**src/sv/atp_pkg.sv**
```systemverilog
`timescale 1ns / 1ps
package atp_pkg;

	// default coordinate width
	localparam int ATP_COORD_WIDTH = 16;

	// quotient bits of min/max ratio, Q0.16 plus the equal-magnitude bit
	localparam int ATP_QW = 17;

	// polynomial coefficients, Q0.16
	localparam logic [15:0] COEF_C3 = 16'd3047;
	localparam logic [15:0] COEF_C2 = 16'd10441;
	localparam logic [15:0] COEF_C1 = 16'd21471;

	// reflection constants, Q3.13
	localparam logic [15:0] HALFPI_Q13 = 16'd12868;
	localparam logic [15:0] PI_Q13     = 16'd25736;

	// classification carried alongside each item
	typedef struct packed {
		logic zero;
		logic swap;
		logic xneg;
		logic yneg;
	} atp_flags_t;

endpackage

```
**src/sv/atp_front.sv**
```systemverilog
`timescale 1ns / 1ps
module atp_front import atp_pkg::*; #(
	parameter int COORD_WIDTH = ATP_COORD_WIDTH
) (
	input  logic                   clk,
	input  logic                   arst_n,
	input  logic                   start,
	input  logic                   q_full,
	input  logic [COORD_WIDTH-1:0] coord_x,
	input  logic [COORD_WIDTH-1:0] coord_y,
	output logic                   busy,
	output logic                   push,
	output logic [COORD_WIDTH-1:0] mn,
	output logic [COORD_WIDTH-1:0] mx,
	output atp_flags_t             flags
);

	logic                   accept;
	logic [COORD_WIDTH-1:0] ax, ay;
	logic                   valid_q;
	logic [COORD_WIDTH-1:0] mn_q, mx_q;
	atp_flags_t             fl_q;

	assign busy   = q_full;
	assign accept = start & ~q_full;

	// magnitudes; the most negative value maps to 2^(W-1), which fits unsigned
	assign ax = coord_x[COORD_WIDTH-1] ? (~coord_x + 1'b1) : coord_x;
	assign ay = coord_y[COORD_WIDTH-1] ? (~coord_y + 1'b1) : coord_y;

	always_ff @(posedge clk or negedge arst_n) begin
		if (!arst_n) begin
			valid_q <= 1'b0;
		end else begin
			valid_q <= accept;
		end
	end

	// min/max and octant flags
	always_ff @(posedge clk) begin
		if (accept) begin
			mn_q         <= (ax < ay) ? ax : ay;
			mx_q         <= (ax > ay) ? ax : ay;
			fl_q.zero    <= (ax == '0) && (ay == '0);
			fl_q.swap    <= ay > ax;
			fl_q.xneg    <= coord_x[COORD_WIDTH-1];
			fl_q.yneg    <= coord_y[COORD_WIDTH-1];
		end
	end

	assign push  = valid_q;
	assign mn    = mn_q;
	assign mx    = mx_q;
	assign flags = fl_q;

endmodule

```
**src/sv/atp_fifo.sv**
```systemverilog
`timescale 1ns / 1ps
module atp_fifo #(
	parameter int DW = 36
) (
	input  logic          clk,
	input  logic          arst_n,
	input  logic          push,
	input  logic [DW-1:0] din,
	output logic          full,
	output logic          out_valid,
	output logic [DW-1:0] dout
);

	logic [DW-1:0] mem_q [2];
	logic          wr_ptr_q, rd_ptr_q;
	logic [1:0]    count_q;
	logic          pop;

	// back end takes an item every cycle one is present
	assign pop       = count_q != 2'd0;
	assign out_valid = pop;
	assign full      = count_q == 2'd2;
	assign dout      = mem_q[rd_ptr_q];

	always_ff @(posedge clk or negedge arst_n) begin
		if (!arst_n) begin
			wr_ptr_q <= 1'b0;
			rd_ptr_q <= 1'b0;
			count_q  <= 2'd0;
		end else begin
			if (push) wr_ptr_q <= ~wr_ptr_q;
			if (pop)  rd_ptr_q <= ~rd_ptr_q;
			count_q <= count_q + {1'b0, push} - {1'b0, pop};
		end
	end

	always_ff @(posedge clk) begin
		if (push) begin
			mem_q[wr_ptr_q] <= din;
		end
	end

	a_no_overflow: assert property (@(posedge clk) disable iff (!arst_n)
		!(push && full && !pop)) else $error("queue overflow");
	a_count_range: assert property (@(posedge clk) disable iff (!arst_n)
		count_q != 2'd3) else $error("queue count out of range");
	a_drain: assert property (@(posedge clk) disable iff (!arst_n)
		(count_q == 2'd1 && !push) |=> count_q == 2'd0) else $error("queue did not drain");

endmodule

```
**src/sv/atp_div.sv**
```systemverilog
`timescale 1ns / 1ps
module atp_div import atp_pkg::*; #(
	parameter int COORD_WIDTH = ATP_COORD_WIDTH
) (
	input  logic                   clk,
	input  logic                   arst_n,
	input  logic                   in_valid,
	input  logic [COORD_WIDTH-1:0] mn,
	input  logic [COORD_WIDTH-1:0] mx,
	input  atp_flags_t             in_flags,
	output logic                   out_valid,
	output logic [ATP_QW-1:0]      ratio,
	output atp_flags_t             out_flags
);

	localparam int W = COORD_WIDTH;

	logic [W-1:0]      rem_s [ATP_QW];
	logic [W-1:0]      mx_s  [ATP_QW];
	logic [ATP_QW-1:0] q_s   [ATP_QW];
	atp_flags_t        fl_s  [ATP_QW];
	logic              vld_s [ATP_QW];

	// restoring divider, one quotient bit per stage, MSB first
	for (genvar k = 0; k < ATP_QW; k++) begin : g_st
		logic [W:0]        rin;
		logic [W-1:0]      mxi;
		logic [ATP_QW-1:0] qi;
		atp_flags_t        fi;
		logic              vi;
		logic              ge;
		logic [W:0]        diff;

		if (k == 0) begin : g_first
			assign rin = {1'b0, mn};
			assign mxi = mx;
			assign qi  = '0;
			assign fi  = in_flags;
			assign vi  = in_valid;
		end else begin : g_next
			assign rin = {rem_s[k-1], 1'b0};
			assign mxi = mx_s[k-1];
			assign qi  = q_s[k-1];
			assign fi  = fl_s[k-1];
			assign vi  = vld_s[k-1];
		end

		assign ge   = rin >= {1'b0, mxi};
		assign diff = rin - {1'b0, mxi};

		always_ff @(posedge clk or negedge arst_n) begin
			if (!arst_n) begin
				vld_s[k] <= 1'b0;
			end else begin
				vld_s[k] <= vi;
			end
		end

		// remainder stays below the divisor, so W bits hold it
		always_ff @(posedge clk) begin
			rem_s[k] <= ge ? diff[W-1:0] : rin[W-1:0];
			mx_s[k]  <= mxi;
			q_s[k]   <= {qi[ATP_QW-2:0], ge};
			fl_s[k]  <= fi;
		end
	end

	assign out_valid = vld_s[ATP_QW-1];
	assign ratio     = q_s[ATP_QW-1];
	assign out_flags = fl_s[ATP_QW-1];

endmodule

```
**src/sv/atp_poly.sv**
```systemverilog
`timescale 1ns / 1ps
module atp_poly import atp_pkg::*; (
	input  logic              clk,
	input  logic              arst_n,
	input  logic              in_valid,
	input  logic [ATP_QW-1:0] ratio,
	input  atp_flags_t        in_flags,
	output logic              done,
	output logic [15:0]       angle
);

	logic [33:0] p1;
	logic [29:0] p2;
	logic [30:0] p3;
	logic [31:0] p4;
	logic [33:0] p5;
	logic [17:0] rr;
	logic [13:0] r13;
	logic [15:0] v0, v1, v2, v3;

	logic        v_s1, v_s2, v_s3, v_s4, v_s5, v_s6;
	atp_flags_t  fl_s1, fl_s2, fl_s3, fl_s4, fl_s5;
	logic [16:0] a_s1, a_s2, a_s3, a_s4;
	logic [16:0] s_s1, s_s2, s_s3;
	logic [13:0] u1_s2;
	logic [14:0] u2_s3;
	logic [14:0] u3_s4;
	logic [16:0] r_s5;
	logic [15:0] angle_s6;

	// one multiply per stage, each rounded at bit 16
	assign p1 = 34'(ratio) * 34'(ratio) + 34'd32768;
	assign p2 = 30'(COEF_C3) * 30'(s_s1) + 30'd32768;
	assign p3 = 31'(u1_s2) * 31'(s_s2) + 31'd32768;
	assign p4 = 32'(u2_s3) * 32'(s_s3) + 32'd32768;
	assign p5 = 34'(u3_s4) * 34'(a_s4) + 34'd32768;

	// round to Q3.13, then reflect into the full circle
	assign rr  = 18'(r_s5) + 18'd4;
	assign r13 = rr[16:3];
	assign v0  = {2'b00, r13};
	assign v1  = fl_s5.swap ? (HALFPI_Q13 - v0) : v0;
	assign v2  = fl_s5.xneg ? (PI_Q13 - v1) : v1;
	assign v3  = fl_s5.yneg ? (16'd0 - v2) : v2;

	always_ff @(posedge clk or negedge arst_n) begin
		if (!arst_n) begin
			v_s1 <= 1'b0;
			v_s2 <= 1'b0;
			v_s3 <= 1'b0;
			v_s4 <= 1'b0;
			v_s5 <= 1'b0;
			v_s6 <= 1'b0;
		end else begin
			v_s1 <= in_valid;
			v_s2 <= v_s1;
			v_s3 <= v_s2;
			v_s4 <= v_s3;
			v_s5 <= v_s4;
			v_s6 <= v_s5;
		end
	end

	always_ff @(posedge clk) begin
		// s = a^2
		s_s1  <= p1[32:16];
		a_s1  <= ratio;
		fl_s1 <= in_flags;
		// u1 = C2 - C3*s
		u1_s2 <= 14'(COEF_C2) - p2[29:16];
		s_s2  <= s_s1;
		a_s2  <= a_s1;
		fl_s2 <= fl_s1;
		// u2 = C1 - u1*s
		u2_s3 <= 15'(COEF_C1) - p3[30:16];
		s_s3  <= s_s2;
		a_s3  <= a_s2;
		fl_s3 <= fl_s2;
		// u3 = u2*s
		u3_s4 <= p4[30:16];
		a_s4  <= a_s3;
		fl_s4 <= fl_s3;
		// r = a - u3*a
		r_s5  <= a_s4 - p5[32:16];
		fl_s5 <= fl_s4;
		// both inputs zero give zero
		angle_s6 <= fl_s5.zero ? 16'd0 : v3;
	end

	assign done  = v_s6;
	assign angle = angle_s6;

	a_range: assert property (@(posedge clk) disable iff (!arst_n)
		done |-> ($signed(angle) <= $signed(PI_Q13) && $signed(angle) >= -$signed(PI_Q13)))
		else $error("angle out of range");
	a_r13_range: assert property (@(posedge clk) disable iff (!arst_n)
		(v_s5 && !fl_s5.zero) |-> r13 <= 14'd8192) else $error("octant angle too large");
	a_zero: assert property (@(posedge clk) disable iff (!arst_n)
		(v_s5 && fl_s5.zero) |=> (done && angle == 16'd0)) else $error("zero input not zero");

endmodule

```
**src/sv/atan2_polynomial_approx.sv**
```systemverilog
`timescale 1ns / 1ps
// Four-quadrant atan2(coord_y, coord_x) in Q3.13 radians (pi = 25736). An
// item is taken on any clock edge with start high and busy low; busy stays low
// in normal use, so a new pair can be started every cycle. Each result shows
// on angle for one cycle with done high. On the way from start to done the item
// passes 25 registers: one of classification, one queue slot, 17 in the
// pipelined divider (one quotient bit per stage) and six in the polynomial
// and reflection pipeline.
// The receiver cannot stall; results must be taken as they appear.
module atan2_polynomial_approx import atp_pkg::*; #(
	parameter int COORD_WIDTH = ATP_COORD_WIDTH
) (
	input  logic                   clk,
	input  logic                   arst_n,
	input  logic                   start,
	output logic                   busy,
	input  logic [COORD_WIDTH-1:0] coord_x,
	input  logic [COORD_WIDTH-1:0] coord_y,
	output logic                   done,
	output logic [15:0]            angle
);

	localparam int FW = $bits(atp_flags_t);
	localparam int DW = 2 * COORD_WIDTH + FW;

	logic                   q_full, push, q_valid;
	logic [COORD_WIDTH-1:0] f_mn, f_mx;
	atp_flags_t             f_flags, q_flags, d_flags;
	logic [DW-1:0]          q_din, q_dout;
	logic                   d_valid;
	logic [ATP_QW-1:0]      d_ratio;

	// front: magnitudes, min/max, octant flags
	atp_front #(.COORD_WIDTH(COORD_WIDTH)) u_front (
		.clk(clk), .arst_n(arst_n), .start(start), .q_full(q_full),
		.coord_x(coord_x), .coord_y(coord_y), .busy(busy), .push(push),
		.mn(f_mn), .mx(f_mx), .flags(f_flags)
	);

	assign q_din = {f_mn, f_mx, f_flags};

	// queue between front and back
	atp_fifo #(.DW(DW)) u_fifo (
		.clk(clk), .arst_n(arst_n), .push(push), .din(q_din),
		.full(q_full), .out_valid(q_valid), .dout(q_dout)
	);

	assign q_flags = q_dout[FW-1:0];

	// back: ratio, then polynomial and reflection
	atp_div #(.COORD_WIDTH(COORD_WIDTH)) u_div (
		.clk(clk), .arst_n(arst_n), .in_valid(q_valid),
		.mn(q_dout[DW-1 -: COORD_WIDTH]), .mx(q_dout[FW +: COORD_WIDTH]),
		.in_flags(q_flags), .out_valid(d_valid), .ratio(d_ratio), .out_flags(d_flags)
	);

	atp_poly u_poly (
		.clk(clk), .arst_n(arst_n), .in_valid(d_valid), .ratio(d_ratio),
		.in_flags(d_flags), .done(done), .angle(angle)
	);

endmodule

```
**config.mk**
```make
export PLATFORM = sky130hd
export DESIGN_NAME = atan2_polynomial_approx
export DESIGN_NICKNAME = d
export VERILOG_FILES = /design/src/sv/atp_pkg.sv /design/src/sv/atp_front.sv /design/src/sv/atp_fifo.sv /design/src/sv/atp_div.sv /design/src/sv/atp_poly.sv /design/src/sv/atan2_polynomial_approx.sv
export SDC_FILE = /design/constraint.sdc
export NUM_CORES = 2
export LEC_CHECK = 0
export BUFFER_PORTS_ARGS = -buffer_cell sky130_fd_sc_hd__buf_2
export CAP_MARGIN = 25
export CORE_ASPECT_RATIO = 1.2
export CORE_MARGIN = 8
export CORE_UTILIZATION = 65
export CTS_CLUSTER_SIZE = 25
export DETAILED_ROUTE_END_ITERATION = 6
export GPL_TIMING_DRIVEN = 0
export PLACE_DENSITY = 0.81
export SLEW_MARGIN = 10
export SYNTH_ARGS = -nofsm -noshare
export SYNTH_HDL_FRONTEND = slang
export SYNTH_SLANG_ARGS = --single-unit
```
**constraint.sdc**
```tcl
create_clock -name clk -period 9.4 [get_ports clk]
set_input_delay 1.41 -clock clk [delete_from_list [all_inputs] [get_ports clk]]
set_output_delay 1.41 -clock clk [all_outputs]
set_load 0.02 [all_outputs]
```
# Word level (Yosys, flattened, before mapping)

Memories as Yosys holds them, arrays and structs flattened. A register that Yosys moved wholly into a read port is not among the register bits.
Cells that the tools add are included.

Equal/unequal tests: 1
Mux-type cells: 26
$lt $le $gt $ge: 20
$add $sub $neg: 33
Multiply operators: 5
Bitwise gates (word level): 6
Reduce and logical (&&, ||, !) cells: 4

Operators with widths:

| operator               | count |
|---|---|
| $mux 16                | 24 |
| $ge 17x16->1           | 16 |
| $sub 16x16->16         | 17 |
| $add 31x16->31 const B | 2 |
| $add 32x16->33 const B | 1 |
| $add 33x16->33 const B | 1 |
| $mul 17x17->33         | 1 |
| $add 16x1->16 const B  | 2 |
| $gt 16x16->1           | 2 |
| $logic_not 16->1       | 2 |
| $mul 15x17->32         | 1 |
| $not 16->16            | 2 |
| $mul 14x17->31         | 1 |
| $mul 15x17->31         | 1 |
| $add 29x16->30 const B | 1 |
| $mul 12x17->29 const A | 1 |
| $add 17x3->17 const B  | 1 |
| $sub 17x17->17         | 1 |
| $ge 16x16->1           | 1 |
| $lt 16x16->1           | 1 |
| $sub 1x16->16 const A  | 1 |
| $sub 15x16->16 const A | 1 |
| $sub 14x14->15 const A | 1 |
| $sub 15x15->15 const A | 1 |
| other kinds (9)        | 12 |

RAM bits: 973
Memories kept: 5
Output and inout bits: 18
Input bits: 35
Register bits: 276

Memories:

| name         | words | width | rd ports | clocked after memory_dff | write ports | line           | text |
|---|---|---|---|---|---|---|---|
| u_div.q_s    | 17    | 17    | 17       | 0                        | 17          | atp_div.sv:20  | `logic [ATP_QW-1:0] q_s [ATP_QW];` |
| u_div.mx_s   | 17    | 16    | 16       | 0                        | 17          | atp_div.sv:19  | `logic [W-1:0] mx_s [ATP_QW];` |
| u_div.rem_s  | 17    | 16    | 16       | 0                        | 17          | atp_div.sv:18  | `logic [W-1:0] rem_s [ATP_QW];` |
| u_fifo.mem_q | 2     | 36    | 1        | 0                        | 1           | atp_fifo.sv:14 | `logic [DW-1:0] mem_q [2];` |
| u_div.fl_s   | 17    | 4     | 17       | 1                        | 17          | atp_div.sv:21  | `atp_flags_t fl_s [ATP_QW];` |

# Logic depth before layout (Yosys ltp)

Depth in word-level cells: 7
Mapped depth: 36

# Hierarchy

Synthesis repeated with hierarchy kept, for this count alone.

Cell total of the unflattened synthesis: 7801
Area total of the unflattened synthesis: 78180.0 sq um

Modules (own cells, without submodules):

| module    | seq. area each (sq um) | cells an instance | area each (sq um) | instances |
|---|---|---|---|---|
| atp_poly  | 4434.3                 | 4418              | 41984.0           | 1 |
| atp_div   | 15099.5                | 2984              | 30375.4           | 1 |
| atp_fifo  | 2262.2                 | 126               | 2921.6            | 1 |
| atp_front | 1106.1                 | 273               | 2899.0            | 1 |

# Worst setup path before layout

OpenSTA, ideal clock, no wires.

Path type: register -> register
From: register u_poly.u3_s4[0]
To: register u_poly.r_s5[16]
Path buffers: 1
Period minus slack after synthesis: 7794 ps
Stages on the path, launching flop included: 34
Arrival time: 7723 ps
Required time: 9328 ps
Setup slack: 1606 ps
Cell sequence: dfxtp_1 clkbuf_1 nand2_1 fa_1 fa_1 inv_1 fa_1 inv_1 fa_1 inv_1 fa_1 inv_1 fa_1 inv_1 ha_1 a21o_1 a21o_1 a21oi_1 a21oi_1 o22ai_1 o2111ai_1 o211ai_1 nand2b_1 xnor2_1 ha_1 nor2b_1 o21a_1 o21ai_0 nand2b_1 a21o_1 a221oi_1 o21ai_0 nor2_1 xor2_1

Word-level cells in the longest chain between the ends: 3

Ends and longest elaborated chain:

| what                     | line           | text |
|---|---|---|
| start: declaration       | atp_poly.sv:27 | `logic [14:0] u3_s4;` |
| start signal: assignment | atp_poly.sv:80 | `u3_s4 <= p4[30:16];` |
| $mul 15x17->32           | atp_poly.sv:36 | `assign p5 = 34'(u3_s4) * 34'(a_s4) + 34'd32768;` |
| $add 32x16->33           | atp_poly.sv:36 |  |
| $sub 17x17->17           | atp_poly.sv:84 | `r_s5 <= a_s4 - p5[32:16];` |
| end signal: assignment   | atp_poly.sv:84 |  |
| end: declaration         | atp_poly.sv:28 | `logic [16:0] r_s5;` |

No other way between the ends.
A chain may end at the register's enable or synchronous reset.

# Worst setup path after layout

Same ends and word-level chain as after synthesis.

==> qor.yml <==
io_buffers: 52
synth-seq-cells: 1083
post_route_cells_drive_above_1_share_pct: 6.136
yosys_warnings: 0
yosysTopAreaCell: "dfxtp_1"
cpLargestDelayFamily: "adder cells"
hold_viol: 0
synth_edf_count: 108
grt_pass1_vias: 59660
regArea_mm2: 0.02290
arrival_ns: 9.47
yosysTopAreaCellShare_pct: 24.19
final_cell_mix: "1456 x inv_1, 946 x dfxtp_1, 860 x fa_1, 841 x ha_1, 706 x nand2_1"
io_pins: 53
worstHoldPathType: "reg -> reg"
hold_path_depth: 0
end_kind: "register"
grt_pass1_wl_um: 287700
htreeDepth: 3
rsz0062_at_grt: "no"
die-area_mm2: 0.1320
required_ns: 10.07
cts_tree: "yes"
synth_cells: 7941
die_y_um: 396.4
grt_antenna_before_repair: 1
routed_wl_um: 173900
max_stage_delay_ns: 0.54
hold_end: "u_div.fl_s[3][0]"
fin_crit_ns: 8.803
path_common_cell: "fa_1"
ant_nets: 0
drt_iter0_drc: 3488
cap_violations: 0
timing.final.crit_share_pct: 93.65
postLayoutCoreUtil_pct: 70.55
place_congestion: 0.9392
wl_per_cell_um: 17.83
outcome: "complete, no violations"
tns_ns: 0
cts_root_buffer: "clkbuf_16"
grt_overflow: 0
fin_hold_ws_ns: 0.2969
reg2reg_slack_ns: 0.60
setup_viol_count_final: 0
fmax_mhz: 113.6
fin_skew_ns: 0.04970
cts_buffers: 105
clkSinkCount: 1083
syn_nets: 9677
reg2reg_to: "u_poly.r_s5[16]"
cp_slowest_cell: "fa_1"
vias: 55050
reg2reg_depth: 33
r2r_start: "u_poly.u3_s4[0]"
synth_flop_cell: "dfxtp_1"
fillers: 8710
drc: 0
syn_to_final_growth_pct: 7.694
slew_headroom_pct: 30.78
clk_path_buf_depth: 3
worstHoldStart: "u_div.fl_s[2][0]"
worstSetupPathType: "reg -> reg"
initial_core_util_pct: 65.51
crit_fanout: 10
hold_buffers: 0
path_clk_slew_ns: 0.07
syn_area_mm2: 0.07838
layout.nets: 9845
yosysSeqAreaShare_pct: 29.22
viasPerCell: 5.645
fp-row-count: 139
multi_input_area_mm2: 0.04928
final_max_slew_viol_count: 0
drt_pass1_iterations: 6
synth_area_leaders: "dfxtp_1 24%, fa_1 22%, ha_1 13%"
mostFrequentLayoutCell: "inv_1"
crit_buf_inv: 6
tightest_slew_ns: 1.012
grt_start_max_net_pins: 35
critPathLaunchType: "register"
ys_types: 94
core-area_mm2: 0.1197
async_reset_ff_share_pct: 2.585
syn_area_per_cell_um2: 9.870
dieWidth_um: 333
clk_latency_ns: 0.73
grtUsageTotal_pct: 26.49
dp.final_hpwl_um: 138400
-- cells by family after synthesis --
logic type      share of synthesized area (%)
buf+inv                                 7.942
fa+ha+maj                               35.40
simple gates                            12.97
flops                                   29.22
xor+xnor                                3.402
mux                                     3.568
compound gates                          7.496
-- how the worst max path moves through the flow --
stage,depth (start not counted),start,slack [ns],to
finish,33,u_poly.u3_s4[0],0.60,u_poly.r_s5[16]
global route,33,u_poly.a_s4[10],0.13,u_poly.r_s5[16]
CTS,33,u_poly.a_s4[10],0.13,u_poly.r_s5[16]
detailed placement,33,u_poly.a_s4[10],0.18,u_poly.r_s5[16]
global placement,33,u_poly.a_s4[9],0.37,u_poly.r_s5[16]
floorplan,33,u_poly.u3_s4[0],1.61,u_poly.r_s5[16]
-- synth_stat cells, types with 28 or more instances --
library cell,n
edfxtp_1,108
nand3_1,89
a211oi_1,43
o21a_1,64
clkbuf_1,179
a21o_1,63
dfrtp_1,28
ha_1,841
fa_1,860
mux2i_1,60
nand2b_1,45
o21ai_0,219
mux2_2,195
xnor2_1,185
nor3_1,129
xor2_1,114
and3_1,39
o31ai_1,40
a21oi_1,167
or3_1,33
dfxtp_1,947
nor2b_1,98
nor2_1,355
inv_1,1456
and2_1,388
nand2_1,706
a21boi_0,69
nand4_1,78
-- worst register-to-register path, delay by kind of cell (launching register included) --
family / cells / cell delay [ns]
compound gates: 12 / 2.74
xor+xnor: 2 / 0.38
fa+ha+maj: 8 / 3.72
buf+inv: 6 / 0.72
flops: 1 / 0.50
simple gates: 5 / 0.70
-- what timing repair did --
action | in CTS | in global routing
setup buffers | 0 | 1
resized for setup | 0 | 14
endpoints found under the setup margin | 0 | 4
-- layer usage --
metal	track usage [%]	vias to the layer above	part of all wire, %
li1	-	25880	-
met1	28.51	26780	37
met2	49.33	1732	52
met3	3.546	669	4.8
met4	15.71	0	6.4
met5	0	-	0
-- area by class of cell --
class                           count  share of cell area, %
Antenna cell                        3               0.008894
Buffer                            190                 0.8908
Clock buffer                      148                  3.618
Clock inverter                     48                 0.7604
Inverter                         1460                  6.492
Multi-Input combinational cell   5208                  58.38
Sequential cell                  1083                  27.13
Tap cell                         1551                  2.299
Timing Repair Buffer               61                 0.4210
-- sequential cells by signal, summed over array words and instances (netlist names), 15 cells and up --
| name | count |
|---|---|
| u_poly.s_s1 | 17 |
| u_poly.a_s3 | 17 |
| u_div.q_s | 153 |
| u_div.fl_s | 68 |
| u_poly.a_s1 | 17 |
| u_poly.u3_s4 | 15 |
| u_poly.s_s2 | 17 |
| u_poly.s_s3 | 17 |
| u_poly.angle | 16 |
| u_div.g_st.vi | 16 |
| u_fifo.mem_q | 72 |
| u_poly.r_s5 | 15 |
| u_front.mn | 16 |
| u_poly.a_s2 | 17 |
| u_poly.a_s4 | 17 |
| u_front.mx | 16 |
| u_div.mx_s | 256 |
| u_poly.u2_s3 | 15 |
| u_div.rem_s | 256 |
-- metrics by stage --
stage,worst slack (ns),cells,cell area [um2]
after detailed placement,0.1818,9547,80660
final,0.5972,9752,84410
after CTS,0.1349,9743,84350
after global routing,0.1296,9750,84410
after global placement,0.3654,9544,80580
after floorplan,1.606,7941,78380
Power is not shown: default switching activity piles up to over one toggle a cycle in this logic, so the estimate is an artifact.
